File: src/sv/js_string_literal_decoder_assert.svh
// Assertion helpers for the string literal decoder.
`ifndef JS_STRING_LITERAL_DECODER_ASSERT_SVH
`define JS_STRING_LITERAL_DECODER_ASSERT_SVH

// Same-cycle implication.
`define JSSL_ASSERT_IMPLY(label, clk, rst, cond, expr) \
   label: assert property (@(posedge clk) disable iff (rst) (cond) |-> (expr)) \
      else $error("jssl implication check failed");

// Next-cycle implication.
`define JSSL_ASSERT_NEXT(label, clk, rst, cond, expr) \
   label: assert property (@(posedge clk) disable iff (rst) (cond) |=> (expr)) \
      else $error("jssl next-cycle check failed");

`endif

File: src/sv/jssl_pkg.sv
package jssl_pkg;

   typedef logic [20:0] cp_type;
   typedef logic [1:0]  status_type;

   localparam status_type ST_CHAR   = 2'd0;
   localparam status_type ST_CLOSED = 2'd1;
   localparam status_type ST_ERROR  = 2'd2;

   localparam cp_type CP_MAX      = 21'h10ffff;
   localparam cp_type BRACE_LIMIT = CP_MAX >> 4;

   // front-to-back queue and result buffer geometry
   localparam int unsigned QDEPTH = 4;
   localparam int unsigned QPTR_W = $clog2(QDEPTH);
   localparam int unsigned QCNT_W = $clog2(QDEPTH + 1);

   typedef enum logic [3:0] {
      CL_OTHER,
      CL_SQUOTE,
      CL_DQUOTE,
      CL_BSLASH,
      CL_LF,
      CL_CR,
      CL_LSPS,
      CL_OVER,
      CL_X,
      CL_U,
      CL_LBRACE,
      CL_RBRACE
   } cls_type;

   typedef struct packed {
      logic       eoi;
      cls_type    cls;
      logic       is_oct;
      logic       is_hex;
      logic [3:0] hex_val;
      cp_type     cp;
      cp_type     esc_val;
   } item_type;

   typedef struct packed {
      logic     valid;
      item_type item;
   } push_type;

   typedef struct packed {
      cp_type     decoded_char;
      status_type status;
      logic       last_of_run;
   } result_type;

   typedef struct packed {
      logic              take;
      logic [QCNT_W-1:0] out_count;
   } back_stat_type;

endpackage

File: src/sv/jssl_if.sv
interface jssl_req_if;
   logic             valid;
   logic             ready;
   jssl_pkg::cp_type code_point;
   logic             end_of_input;

   modport source (output valid, output code_point, output end_of_input, input ready);
   modport sink (input valid, input code_point, input end_of_input, output ready);
endinterface

interface jssl_rsp_if;
   logic                 valid;
   logic                 ready;
   jssl_pkg::cp_type     decoded_char;
   jssl_pkg::status_type status;
   logic                 last_of_run;

   modport source (output valid, output decoded_char, output status, output last_of_run,
                   input ready);
   modport sink (input valid, input decoded_char, input status, input last_of_run,
                 output ready);
endinterface

File: src/sv/jssl_front.sv
module jssl_front (
   jssl_req_if.sink           req_chan,
   input  logic               q_full,
   output jssl_pkg::push_type push
);
   import jssl_pkg::*;

   localparam cp_type CH_DQUOTE = 21'h22;
   localparam cp_type CH_SQUOTE = 21'h27;
   localparam cp_type CH_0      = 21'h30;
   localparam cp_type CH_7      = 21'h37;
   localparam cp_type CH_9      = 21'h39;
   localparam cp_type CH_UA     = 21'h41;
   localparam cp_type CH_UF     = 21'h46;
   localparam cp_type CH_BSLASH = 21'h5c;
   localparam cp_type CH_LA     = 21'h61;
   localparam cp_type CH_LB     = 21'h62;
   localparam cp_type CH_LF_    = 21'h66;
   localparam cp_type CH_N      = 21'h6e;
   localparam cp_type CH_R      = 21'h72;
   localparam cp_type CH_T      = 21'h74;
   localparam cp_type CH_U      = 21'h75;
   localparam cp_type CH_V      = 21'h76;
   localparam cp_type CH_X      = 21'h78;
   localparam cp_type CH_LBRACE = 21'h7b;
   localparam cp_type CH_RBRACE = 21'h7d;
   localparam cp_type CP_LF     = 21'h0a;
   localparam cp_type CP_CR     = 21'h0d;
   localparam cp_type CP_LS     = 21'h2028;
   localparam cp_type CP_PS     = 21'h2029;

   cp_type  cp;
   cls_type cls;
   cp_type  esc_val;
   logic    is_dec;
   logic    is_alpha_hex;

   assign cp = req_chan.code_point;

   always_comb begin
      if (cp > CP_MAX) begin
         cls = CL_OVER;
      end else begin
         case (cp)
            CH_SQUOTE: cls = CL_SQUOTE;
            CH_DQUOTE: cls = CL_DQUOTE;
            CH_BSLASH: cls = CL_BSLASH;
            CP_LF:     cls = CL_LF;
            CP_CR:     cls = CL_CR;
            CP_LS,
            CP_PS:     cls = CL_LSPS;
            CH_X:      cls = CL_X;
            CH_U:      cls = CL_U;
            CH_LBRACE: cls = CL_LBRACE;
            CH_RBRACE: cls = CL_RBRACE;
            default:   cls = CL_OTHER;
         endcase
      end
   end

   // single-character escapes; everything else passes through
   always_comb begin
      case (cp)
         CH_LB:   esc_val = 21'd8;
         CH_LF_:  esc_val = 21'd12;
         CH_N:    esc_val = 21'd10;
         CH_R:    esc_val = 21'd13;
         CH_T:    esc_val = 21'd9;
         CH_V:    esc_val = 21'd11;
         default: esc_val = cp;
      endcase
   end

   assign is_dec       = cp inside {[CH_0:CH_9]};
   assign is_alpha_hex = (cp inside {[CH_UA:CH_UF]}) || (cp inside {[CH_LA:CH_LF_]});

   assign req_chan.ready    = !q_full;
   assign push.valid        = req_chan.valid && !q_full;
   assign push.item.eoi     = req_chan.end_of_input;
   assign push.item.cls     = cls;
   assign push.item.is_oct  = cp inside {[CH_0:CH_7]};
   assign push.item.is_hex  = is_dec || is_alpha_hex;
   assign push.item.hex_val = is_dec ? cp[3:0] : cp[3:0] + 4'd9;
   assign push.item.cp      = cp;
   assign push.item.esc_val = esc_val;

endmodule

File: src/sv/jssl_queue.sv
module jssl_queue (
   input  logic               clock,
   input  logic               reset,
   input  jssl_pkg::push_type push,
   output logic               full,
   input  logic               pop,
   output logic               head_valid,
   output jssl_pkg::item_type head
);
   import jssl_pkg::*;

   item_type          mem_ff [QDEPTH];
   logic [QPTR_W-1:0] wr_ptr_ff, wr_ptr_in;
   logic [QPTR_W-1:0] rd_ptr_ff, rd_ptr_in;
   logic [QCNT_W-1:0] cnt_ff, cnt_in;

   assign full       = (cnt_ff == QCNT_W'(QDEPTH));
   assign head_valid = (cnt_ff != '0);
   assign head       = mem_ff[rd_ptr_ff];

   always_comb begin
      wr_ptr_in = wr_ptr_ff + QPTR_W'(push.valid);
      rd_ptr_in = rd_ptr_ff + QPTR_W'(pop);
      cnt_in    = cnt_ff + QCNT_W'(push.valid) - QCNT_W'(pop);
   end

   always_ff @(posedge clock) begin
      if (reset) begin
         wr_ptr_ff <= '0;
         rd_ptr_ff <= '0;
         cnt_ff    <= '0;
      end else begin
         wr_ptr_ff <= wr_ptr_in;
         rd_ptr_ff <= rd_ptr_in;
         cnt_ff    <= cnt_in;
      end
   end

   always_ff @(posedge clock) begin
      if (push.valid) begin
         mem_ff[wr_ptr_ff] <= push.item;
      end
   end

endmodule

File: src/sv/jssl_back.sv
module jssl_back (
   input  logic                    clock,
   input  logic                    reset,
   input  logic                    head_valid,
   input  jssl_pkg::item_type      head,
   output logic                    pop,
   jssl_rsp_if.source              rsp_chan,
   output jssl_pkg::back_stat_type stat
);
   import jssl_pkg::*;

   typedef enum logic [3:0] {
      PH_IDLE,
      PH_BODY,
      PH_ESC,
      PH_ESC_CR,
      PH_OCT,
      PH_HEX,
      PH_U_START,
      PH_U4,
      PH_UB_EMPTY,
      PH_UB_ZEROS,
      PH_UB_DIGITS
   } phase_type;

   typedef struct packed {
      logic       emit;
      result_type res;
      logic       to_idle;
      logic       to_esc;
   } body_out_type;

   function automatic body_out_type body_step(item_type it, logic single);
      body_out_type o;
      o = '0;
      if ((single && it.cls == CL_SQUOTE) || (!single && it.cls == CL_DQUOTE)) begin
         o.emit       = 1'b1;
         o.res.status = ST_CLOSED;
         o.to_idle    = 1'b1;
      end else if (it.cls == CL_BSLASH) begin
         o.to_esc = 1'b1;
      end else if (it.cls == CL_LF || it.cls == CL_CR || it.cls == CL_OVER) begin
         o.emit       = 1'b1;
         o.res.status = ST_ERROR;
         o.to_idle    = 1'b1;
      end else begin
         o.emit             = 1'b1;
         o.res.decoded_char = it.cp;
         o.res.status       = ST_CHAR;
      end
      return o;
   endfunction

   phase_type         phase_ff, phase_in;
   logic              single_ff, single_in;
   cp_type            value_ff, value_in;
   logic [1:0]        dcnt_ff, dcnt_in;

   result_type        obuf_ff [QDEPTH];
   logic [QPTR_W-1:0] owr_ff, owr_in;
   logic [QPTR_W-1:0] ord_ff, ord_in;
   logic [QCNT_W-1:0] ocnt_ff, ocnt_in;

   result_type        res [2];
   logic [1:0]        n;
   logic              take;
   logic              out_pop;
   body_out_type      bo;
   cp_type            oct_next;

   // room for the worst case of two results before taking an item
   assign take    = head_valid && (ocnt_ff <= QCNT_W'(QDEPTH - 2));
   assign pop     = take;
   assign out_pop = rsp_chan.valid && rsp_chan.ready;

   assign stat.take      = take;
   assign stat.out_count = ocnt_ff;

   assign oct_next = {value_ff[17:0], head.hex_val[2:0]};

   always_comb begin
      phase_in  = phase_ff;
      single_in = single_ff;
      value_in  = value_ff;
      dcnt_in   = dcnt_ff;
      res[0]    = '0;
      res[1]    = '0;
      n         = 2'd0;
      bo        = '0;

      if (take) begin
         if (head.eoi) begin
            if (phase_ff != PH_IDLE) begin
               if (phase_ff == PH_OCT) begin
                  res[0].decoded_char = value_ff;
                  res[0].status       = ST_CHAR;
                  n                   = 2'd1;
               end
               res[n[0]].status = ST_ERROR;
               n                = n + 2'd1;
               phase_in         = PH_IDLE;
               single_in        = 1'b0;
               value_in         = '0;
               dcnt_in          = '0;
            end
         end else begin
            case (phase_ff)
               PH_IDLE: begin
                  if (head.cls == CL_SQUOTE || head.cls == CL_DQUOTE) begin
                     single_in = (head.cls == CL_SQUOTE);
                     phase_in  = PH_BODY;
                     value_in  = '0;
                     dcnt_in   = '0;
                  end else begin
                     res[0].status = ST_ERROR;
                     n             = 2'd1;
                  end
               end
               PH_BODY, PH_ESC_CR, PH_OCT: begin
                  phase_in = PH_BODY;
                  value_in = '0;
                  dcnt_in  = '0;
                  if (phase_ff == PH_OCT && head.is_oct) begin
                     // third digit, or second after a leading 4..7, ends the escape
                     if (dcnt_ff >= 2'd2 || oct_next[20:5] != '0) begin
                        res[0].decoded_char = oct_next;
                        n                   = 2'd1;
                     end else begin
                        phase_in = PH_OCT;
                        value_in = oct_next;
                        dcnt_in  = 2'd2;
                     end
                  end else if (!(phase_ff == PH_ESC_CR && head.cls == CL_LF)) begin
                     if (phase_ff == PH_OCT) begin
                        res[0].decoded_char = value_ff;
                        n                   = 2'd1;
                     end
                     bo = body_step(head, single_ff);
                     if (bo.emit) begin
                        res[n[0]] = bo.res;
                        n         = n + 2'd1;
                     end
                     if (bo.to_idle) begin
                        phase_in  = PH_IDLE;
                        single_in = 1'b0;
                     end else if (bo.to_esc) begin
                        phase_in = PH_ESC;
                     end
                  end
               end
               PH_ESC: begin
                  value_in = '0;
                  dcnt_in  = '0;
                  if (head.cls == CL_LF || head.cls == CL_LSPS) begin
                     phase_in = PH_BODY;
                  end else if (head.cls == CL_CR) begin
                     phase_in = PH_ESC_CR;
                     value_in = value_ff;
                     dcnt_in  = dcnt_ff;
                  end else if (head.is_oct) begin
                     phase_in = PH_OCT;
                     value_in = cp_type'(head.hex_val[2:0]);
                     dcnt_in  = 2'd1;
                  end else if (head.cls == CL_X) begin
                     phase_in = PH_HEX;
                  end else if (head.cls == CL_U) begin
                     phase_in = PH_U_START;
                  end else if (head.cls == CL_OVER) begin
                     res[0].status = ST_ERROR;
                     n             = 2'd1;
                     phase_in      = PH_IDLE;
                     single_in     = 1'b0;
                  end else begin
                     res[0].decoded_char = head.esc_val;
                     n                   = 2'd1;
                     phase_in            = PH_BODY;
                  end
               end
               PH_HEX, PH_U_START, PH_U4: begin
                  if (phase_ff == PH_U_START && head.cls == CL_LBRACE) begin
                     phase_in = PH_UB_EMPTY;
                  end else if (!head.is_hex) begin
                     res[0].status = ST_ERROR;
                     n             = 2'd1;
                     phase_in      = PH_IDLE;
                     single_in     = 1'b0;
                     value_in      = '0;
                     dcnt_in       = '0;
                  end else if (phase_ff == PH_U_START) begin
                     phase_in = PH_U4;
                     value_in = cp_type'(head.hex_val);
                     dcnt_in  = 2'd1;
                  end else if (phase_ff == PH_HEX) begin
                     value_in = {13'd0, value_ff[3:0], head.hex_val};
                     dcnt_in  = 2'd1;
                     if (dcnt_ff != 2'd0) begin
                        res[0].decoded_char = {13'd0, value_ff[3:0], head.hex_val};
                        n                   = 2'd1;
                        phase_in            = PH_BODY;
                        value_in            = '0;
                        dcnt_in             = '0;
                     end
                  end else begin
                     value_in = {5'd0, value_ff[11:0], head.hex_val};
                     dcnt_in  = dcnt_ff + 2'd1;
                     if (dcnt_ff == 2'd3) begin
                        res[0].decoded_char = {5'd0, value_ff[11:0], head.hex_val};
                        n                   = 2'd1;
                        phase_in            = PH_BODY;
                        value_in            = '0;
                        dcnt_in             = '0;
                     end
                  end
               end
               PH_UB_EMPTY, PH_UB_ZEROS, PH_UB_DIGITS: begin
                  if (head.cls == CL_RBRACE && phase_ff != PH_UB_EMPTY) begin
                     res[0].decoded_char = (phase_ff == PH_UB_ZEROS) ? '0 : value_ff;
                     n                   = 2'd1;
                     phase_in            = PH_BODY;
                     value_in            = '0;
                     dcnt_in             = '0;
                  end else if (head.cls == CL_RBRACE || !head.is_hex ||
                               (phase_ff == PH_UB_DIGITS && value_ff > BRACE_LIMIT)) begin
                     res[0].status = ST_ERROR;
                     n             = 2'd1;
                     phase_in      = PH_IDLE;
                     single_in     = 1'b0;
                     value_in      = '0;
                     dcnt_in       = '0;
                  end else if (phase_ff != PH_UB_DIGITS && head.hex_val == 4'd0) begin
                     phase_in = PH_UB_ZEROS;
                  end else begin
                     // value stays at or below the 0x10FFF limit, so this fits
                     value_in = {value_ff[16:0], head.hex_val};
                     phase_in = PH_UB_DIGITS;
                  end
               end
               default: begin
                  phase_in  = PH_IDLE;
                  single_in = 1'b0;
                  value_in  = '0;
                  dcnt_in   = '0;
               end
            endcase
         end
      end

      if (n == 2'd2) begin
         res[1].last_of_run = 1'b1;
      end else if (n == 2'd1) begin
         res[0].last_of_run = 1'b1;
      end

      owr_in  = owr_ff + QPTR_W'(n);
      ord_in  = ord_ff + QPTR_W'(out_pop);
      ocnt_in = ocnt_ff + QCNT_W'(n) - QCNT_W'(out_pop);
   end

   always_ff @(posedge clock) begin
      if (reset) begin
         phase_ff  <= PH_IDLE;
         single_ff <= 1'b0;
         value_ff  <= '0;
         dcnt_ff   <= '0;
         owr_ff    <= '0;
         ord_ff    <= '0;
         ocnt_ff   <= '0;
      end else begin
         phase_ff  <= phase_in;
         single_ff <= single_in;
         value_ff  <= value_in;
         dcnt_ff   <= dcnt_in;
         owr_ff    <= owr_in;
         ord_ff    <= ord_in;
         ocnt_ff   <= ocnt_in;
      end
   end

   always_ff @(posedge clock) begin
      if (n != 2'd0) begin
         obuf_ff[owr_ff] <= res[0];
      end
      if (n == 2'd2) begin
         obuf_ff[owr_ff + QPTR_W'(1)] <= res[1];
      end
   end

   assign rsp_chan.valid        = (ocnt_ff != '0);
   assign rsp_chan.decoded_char = obuf_ff[ord_ff].decoded_char;
   assign rsp_chan.status       = obuf_ff[ord_ff].status;
   assign rsp_chan.last_of_run  = obuf_ff[ord_ff].last_of_run;

endmodule

File: src/sv/js_string_literal_decoder.sv
// Channel   Dir  Transaction
// req_chan  in   one source code point (code_point, end_of_input)
// rsp_chan  out  one decoded result (decoded_char, status, last_of_run)
//
// One code point per cycle sustained while the result buffer has room; a code point that
// yields two results writes both into the result buffer together. Front classification
// feeds a 4-entry queue, then the escape state machine writes a 4-entry result buffer.
// Reset is synchronous and clears the state machine, queue and buffer pointers.
// rsp_chan.ready low fills the result buffer, then the queue, then drops req ready.
`include "js_string_literal_decoder_assert.svh"

module js_string_literal_decoder (
   input logic        clock,
   input logic        reset,
   jssl_req_if.sink   req_chan,
   jssl_rsp_if.source rsp_chan
);
   import jssl_pkg::*;

   push_type      push;
   logic          q_full;
   logic          q_pop;
   logic          head_valid;
   item_type      head;
   back_stat_type stat;

   jssl_front u_front (
      .req_chan (req_chan),
      .q_full   (q_full),
      .push     (push)
   );

   jssl_queue u_queue (
      .clock      (clock),
      .reset      (reset),
      .push       (push),
      .full       (q_full),
      .pop        (q_pop),
      .head_valid (head_valid),
      .head       (head)
   );

   jssl_back u_back (
      .clock      (clock),
      .reset      (reset),
      .head_valid (head_valid),
      .head       (head),
      .pop        (q_pop),
      .rsp_chan   (rsp_chan),
      .stat       (stat)
   );

   // first of a result pair is only visible once its partner is buffered
   `JSSL_ASSERT_IMPLY(a_pair_buffered, clock, reset, rsp_chan.valid && !rsp_chan.last_of_run, stat.out_count >= QCNT_W'(2))
   `JSSL_ASSERT_IMPLY(a_status_clears_char, clock, reset, rsp_chan.valid && rsp_chan.status != ST_CHAR, rsp_chan.decoded_char == '0)
   `JSSL_ASSERT_IMPLY(a_take_has_room, clock, reset, stat.take, stat.out_count <= QCNT_W'(QDEPTH - 2))

endmodule
File: src/flat_wrapper.sv
// flat-port wrapper written by rule: the top's interface ports become plain ports
module js_string_literal_decoder_flat import jssl_pkg::*;
  (clock, reset, req_chan_valid, req_chan_code_point, req_chan_end_of_input, req_chan_ready, rsp_chan_valid, rsp_chan_decoded_char, rsp_chan_status, rsp_chan_last_of_run, rsp_chan_ready);
  jssl_req_if req_chan_i ();
  jssl_rsp_if rsp_chan_i ();
  input logic clock;
  input logic reset;
  input wire logic [$bits(req_chan_i.valid)-1:0] req_chan_valid;
  input wire logic [$bits(req_chan_i.code_point)-1:0] req_chan_code_point;
  input wire logic [$bits(req_chan_i.end_of_input)-1:0] req_chan_end_of_input;
  output wire logic [$bits(req_chan_i.ready)-1:0] req_chan_ready;
  output wire logic [$bits(rsp_chan_i.valid)-1:0] rsp_chan_valid;
  output wire logic [$bits(rsp_chan_i.decoded_char)-1:0] rsp_chan_decoded_char;
  output wire logic [$bits(rsp_chan_i.status)-1:0] rsp_chan_status;
  output wire logic [$bits(rsp_chan_i.last_of_run)-1:0] rsp_chan_last_of_run;
  input wire logic [$bits(rsp_chan_i.ready)-1:0] rsp_chan_ready;
  assign req_chan_i.valid = req_chan_valid;
  assign req_chan_i.code_point = req_chan_code_point;
  assign req_chan_i.end_of_input = req_chan_end_of_input;
  assign req_chan_ready = req_chan_i.ready;
  assign rsp_chan_valid = rsp_chan_i.valid;
  assign rsp_chan_decoded_char = rsp_chan_i.decoded_char;
  assign rsp_chan_status = rsp_chan_i.status;
  assign rsp_chan_last_of_run = rsp_chan_i.last_of_run;
  assign rsp_chan_i.ready = rsp_chan_ready;
  js_string_literal_decoder u_core (.clock(clock), .reset(reset), .req_chan(req_chan_i), .rsp_chan(rsp_chan_i));
endmodule
File: config.mk
export PLATFORM = sky130hd
export DESIGN_NAME = js_string_literal_decoder_flat
export DESIGN_NICKNAME = d
export VERILOG_FILES = /design/src/sv/jssl_pkg.sv /design/src/sv/jssl_if.sv /design/src/sv/jssl_front.sv /design/src/sv/jssl_queue.sv /design/src/sv/jssl_back.sv /design/src/sv/js_string_literal_decoder.sv /design/src/flat_wrapper.sv
export VERILOG_INCLUDE_DIRS = /design/src /design/src/sv
export SDC_FILE = /design/constraint.sdc
export NUM_CORES = 1
export LEC_CHECK = 0
export ABC_AREA = 0
export BUFFER_PORTS_ARGS = -buffer_cell sky130_fd_sc_hd__buf_2
export CELL_PAD_IN_SITES_DETAIL_PLACEMENT = 0
export CELL_PAD_IN_SITES_GLOBAL_PLACEMENT = 1
export CORE_AREA = 2 2 187 189
export CTS_CLUSTER_DIAMETER = 50
export DETAILED_ROUTE_END_ITERATION = 8
export DIE_AREA = 0 0 189 191
export PLACE_DENSITY_LB_ADDON = 0.1
export SLEW_MARGIN = 20
export SYNTH_ARGS = -nofsm -noshare
export SYNTH_HDL_FRONTEND = slang
export SYNTH_SLANG_ARGS = --single-unit
File: constraint.sdc
create_clock -name clock -period 6.7 [get_ports clock]
set_input_delay 0.335 -clock clock [delete_from_list [all_inputs] [get_ports clock]]
set_output_delay 0.335 -clock clock [all_outputs]
set_load 0.1 [all_outputs]
==> impl_metrics.toml <==
[setup_path]
cp_top_family = "compound AO/OA/AOI/OAI gates"
cp-start-kind = "register"
crit_fanout = 47
r2r_slack_ns = 2.25
cp_data_required_time_ns = 6.90
cp-startpoint = "u_core.u_queue.rd_ptr_ff[1]$_SDFF_PP0_"
slowest_delay_ns = 0.72
crit_chain = "buf_4, mux4_2, a2111oi_2, a41o_1, nand4_4, o31ai_4, buf_4"
rr_startpoint = "u_core.u_queue.rd_ptr_ff[1]$_SDFF_PP0_"
arrival_ns = 4.65
endpoint_kind = "register"
crit_slowest_cell = "mux4_2"
path_class = "reg2reg"
path_buf_inv = 2
crit_top_cell = "buf_4"

[timing]
final.min_clock_period_ns = 4.445
finalHoldViolCount = 0
maxSlewHeadroom_pct = 30.13
finalMaxSlewViolations = 0
setup_slack_ns = 2.255
finClkSkew_ns = 0.02239
tightestPinTransition_ns = 1.040
rsz0062_at_grt = "no"
fmax_mhz = 225.0
finalSetupViolations = 0
tns_ns = 0
holdWs_ns = 0.06935
final.period_utilization_pct = 66.35

[synth]
synthCells = 1186
ys_dominant_reg_cell = "edfxtp_1"
syn_avg_cell_area_um2 = 14.27
synth-xor-area-share_pct = 0.7764
synth_area_leaders = "edfxtp_1 55%, mux4_2 10%, mux2i_1 6.2%"
synth_adder_area_share_pct = 1.494
synth_top_area_share_pct = 54.66
synthMuxAreaShare_pct = 17.39
async_flop_share_pct = 0
synth_cell_types = 77
synth_edf_count = 308
synth-compound-area-share_pct = 8.688
yosysWarnings = 0
syn-cell-area_mm2 = 0.01692
yosys.area_share.simple_pct = 8.858
synth.largest_area_cell = "edfxtp_1"
yosysSeqAreaShare_pct = 59.63
ys_seq_elements = 350
syn_nets = 1231
synth_top_family_by_area = "multiplexers"

[pwr]
p_seq_share_pct = 36.9
p_leak_nw = 6.691
vdd_drop_max_v = 0.0003072
swShare_pct = 36.96
clockPowerShare_pct = 29.4
pwr-share-comb_pct = 33.7
p_switching_mw = 2.865
fin_total_pwr_mw = 7.752
p_per_area_mw_per_mm2 = 409.9
p_int_mw = 4.887

[finish]
nets = 1250
seqCellArea_mm2 = 0.01010
drive_gt1_share_pct = 20.36
antennaDiodeCount = 0
fin_util_pct = 55.43
layout.cells.non_filler = 1693
final_cell_area_mm2 = 0.01891
syn_to_final_growth_pct = 11.76
multi_input_area_mm2 = 0.006364
nFillCells = 2801

[hold_path]
holdCritStartpoint = "req_chan_code_point[18]"
min_path_type = "in2reg"

[cts]
cts_tree = "built"
root_buffer = "clkbuf_16"
worstSkewPairLatency_ns = 0.55
clk_pin_slew_worst_paths_ns = 0.06
ctsHtreeMaxLevel = 2
cts_sinks = 350
numCtsBuffers = 41
clockBufferDepth = 3

[routing]
drt-total-wl_um = 40330
vias = 10360
wl_per_cell_um = 23.82
antenna_left = 0
drt-vias-per-instance = 6.121
firstDrtPassIters = 5
drc = 0
drt_iter0_markers = 903

[global_routing]
gr-usage-met3_pct = 3.194
grtUsageMet2_pct = 33.29
use_met1_pct = 35.52
grt_pass1_wl_um = 63270
grt_pass1_vias = 10300
grt_max_degree = 54
top_usage_layer = "met1"
grt-ovfl-total = 0
antenna_found_initial = 0
grt_usage_pct = 22.95

[floorplanning]
ios = 52
initial_core_util_pct = 49.60
dieWidth_um = 189
coreArea_mm2 = 0.03412
fp.dieH_um = 191
core.rowCount = 68
die_area_mm2 = 0.03610

[place]
place_congestion = 0.9106
place_inst = 1616
dp_hpwl_um = 26500
portBuffers = 51
dp_slack_ns = 2.169
post_dp_cell_area_mm2 = 0.01750

[flow_run]
maxCapViolCount = 0

[status]
status = "finished clean"
-- layout make-up --
class | instances | share of cell area (%)
Sequential cell | 350 | 53.39
Multi-Input combinational cell | 721 | 33.65
Clock buffer | 48 | 5.730
Tap cell | 455 | 3.010
Timing Repair Buffer | 69 | 2.078
Clock inverter | 28 | 1.700
Inverter | 22 | 0.4433
-- Yosys cell counts, drive strengths merged, types with 6 or more instances --
cell	instances
mux4	78
a21oi	50
a211o	6
mux2i	105
nor3	22
nand3	14
clkbuf	61
buf	32
o21ai	29
nor4	16
ha	17
mux2	12
a311o	15
nand2	97
dfxtp	42
xnor2	12
a221oi	16
nand4	8
inv	20
a211oi	6
and2	10
a22o	19
o31ai	10
nor2b	18
edfxtp	308
a22oi	13
nand2b	16
nor2	48
and3	11
-- power groups by stage --
stage	Sequential [mW]	Combinational [mW]	Clock, mW
after floorplan	2.83	2.09	0
after global placement	2.91	2.61	0
after detailed placement	2.92	2.61	0
after CTS	2.87	2.62	2.32
after global routing	2.90	2.78	2.41
final	2.86	2.61	2.28
-- registers in the layout, summed over array words and instances (netlist names) --
name / flops
u_core.u_back.dcnt_ff: 2
u_core.u_back.obuf_ff: 96
u_core.u_back.ocnt_ff: 3
u_core.u_back.ord_ff: 2
u_core.u_back.owr_ff: 2
u_core.u_back.phase_ff: 4
u_core.u_back.single_ff: 1
u_core.u_back.value_ff: 21
u_core.u_queue.cnt_ff: 3
u_core.u_queue.mem_ff: 212
u_core.u_queue.rd_ptr_ff: 2
u_core.u_queue.wr_ptr_ff: 2
-- per-layer routing --
| metal | vias up | part of all wire (%) |
|---|---|---|
| met5 | - | 0 |
| li1 | 4714 | - |
| met2 | 388 | 44 |
| met4 | 0 | 2.7 |
| met1 | 5193 | 48 |
| met3 | 68 | 6.0 |
-- final timing paths --
check,to,cells past startpoint
worst min-delay path,u_core.u_queue.mem_ff[3][39]$_DFFE_PP_,1
worst max-delay path,u_core.u_back.obuf_ff[0][6]$_DFFE_PP_,7
worst min register to register,u_core.u_back.dcnt_ff[0]$_SDFFE_PP0P_,2
worst max register to register,u_core.u_back.obuf_ff[0][6]$_DFFE_PP_,7
-- cells in the final DEF (no fill, tap or decap), drive strengths merged, types with 16 or more instances in the layout --
| cell type | synthesis | routed |
|---|---|---|
| nor3 | 22 | 22 |
| clkbuf | 61 | 48 |
| buf | 32 | 68 |
| nor4 | 16 | 16 |
| nand2 | 97 | 97 |
| nor2 | 48 | 48 |
| clkinv | 2 | 19 |
| mux4 | 78 | 78 |
| ha | 17 | 17 |
| a21oi | 50 | 50 |
| nand2b | 16 | 16 |
| mux2i | 105 | 105 |
| nor2b | 18 | 18 |
| a22o | 19 | 19 |
| o21ai | 29 | 29 |
| inv | 20 | 25 |
| a221oi | 16 | 16 |
| dfxtp | 42 | 42 |
| edfxtp | 308 | 308 |
-- cells by family after synthesis --
logic type / after synthesis
adders and majority gates: 19
muxes: 195
DFF: 350
buffers and inverters: 115
xor gates and xnor gates: 15
AOI/OAI and AO/OA: 205
and+or+nand+nor: 287
-- what timing repair did --
action,in CTS,in global routing
endpoints found under the hold margin,4,0
hold buffers,1,0
buffers inserted,0,0
resized for setup,0,0
-- worst register-to-register path, delay by kind of cell (launching register included) --
kind	cells	cell delay, ns
AOI/OAI and AO/OA	3	1.15
buffers and inverters	2	1.00
DFF	1	0.56
muxes	1	0.73
and+or+nand+nor	1	0.66
Note: power is estimated with default switching activity, not from simulation.
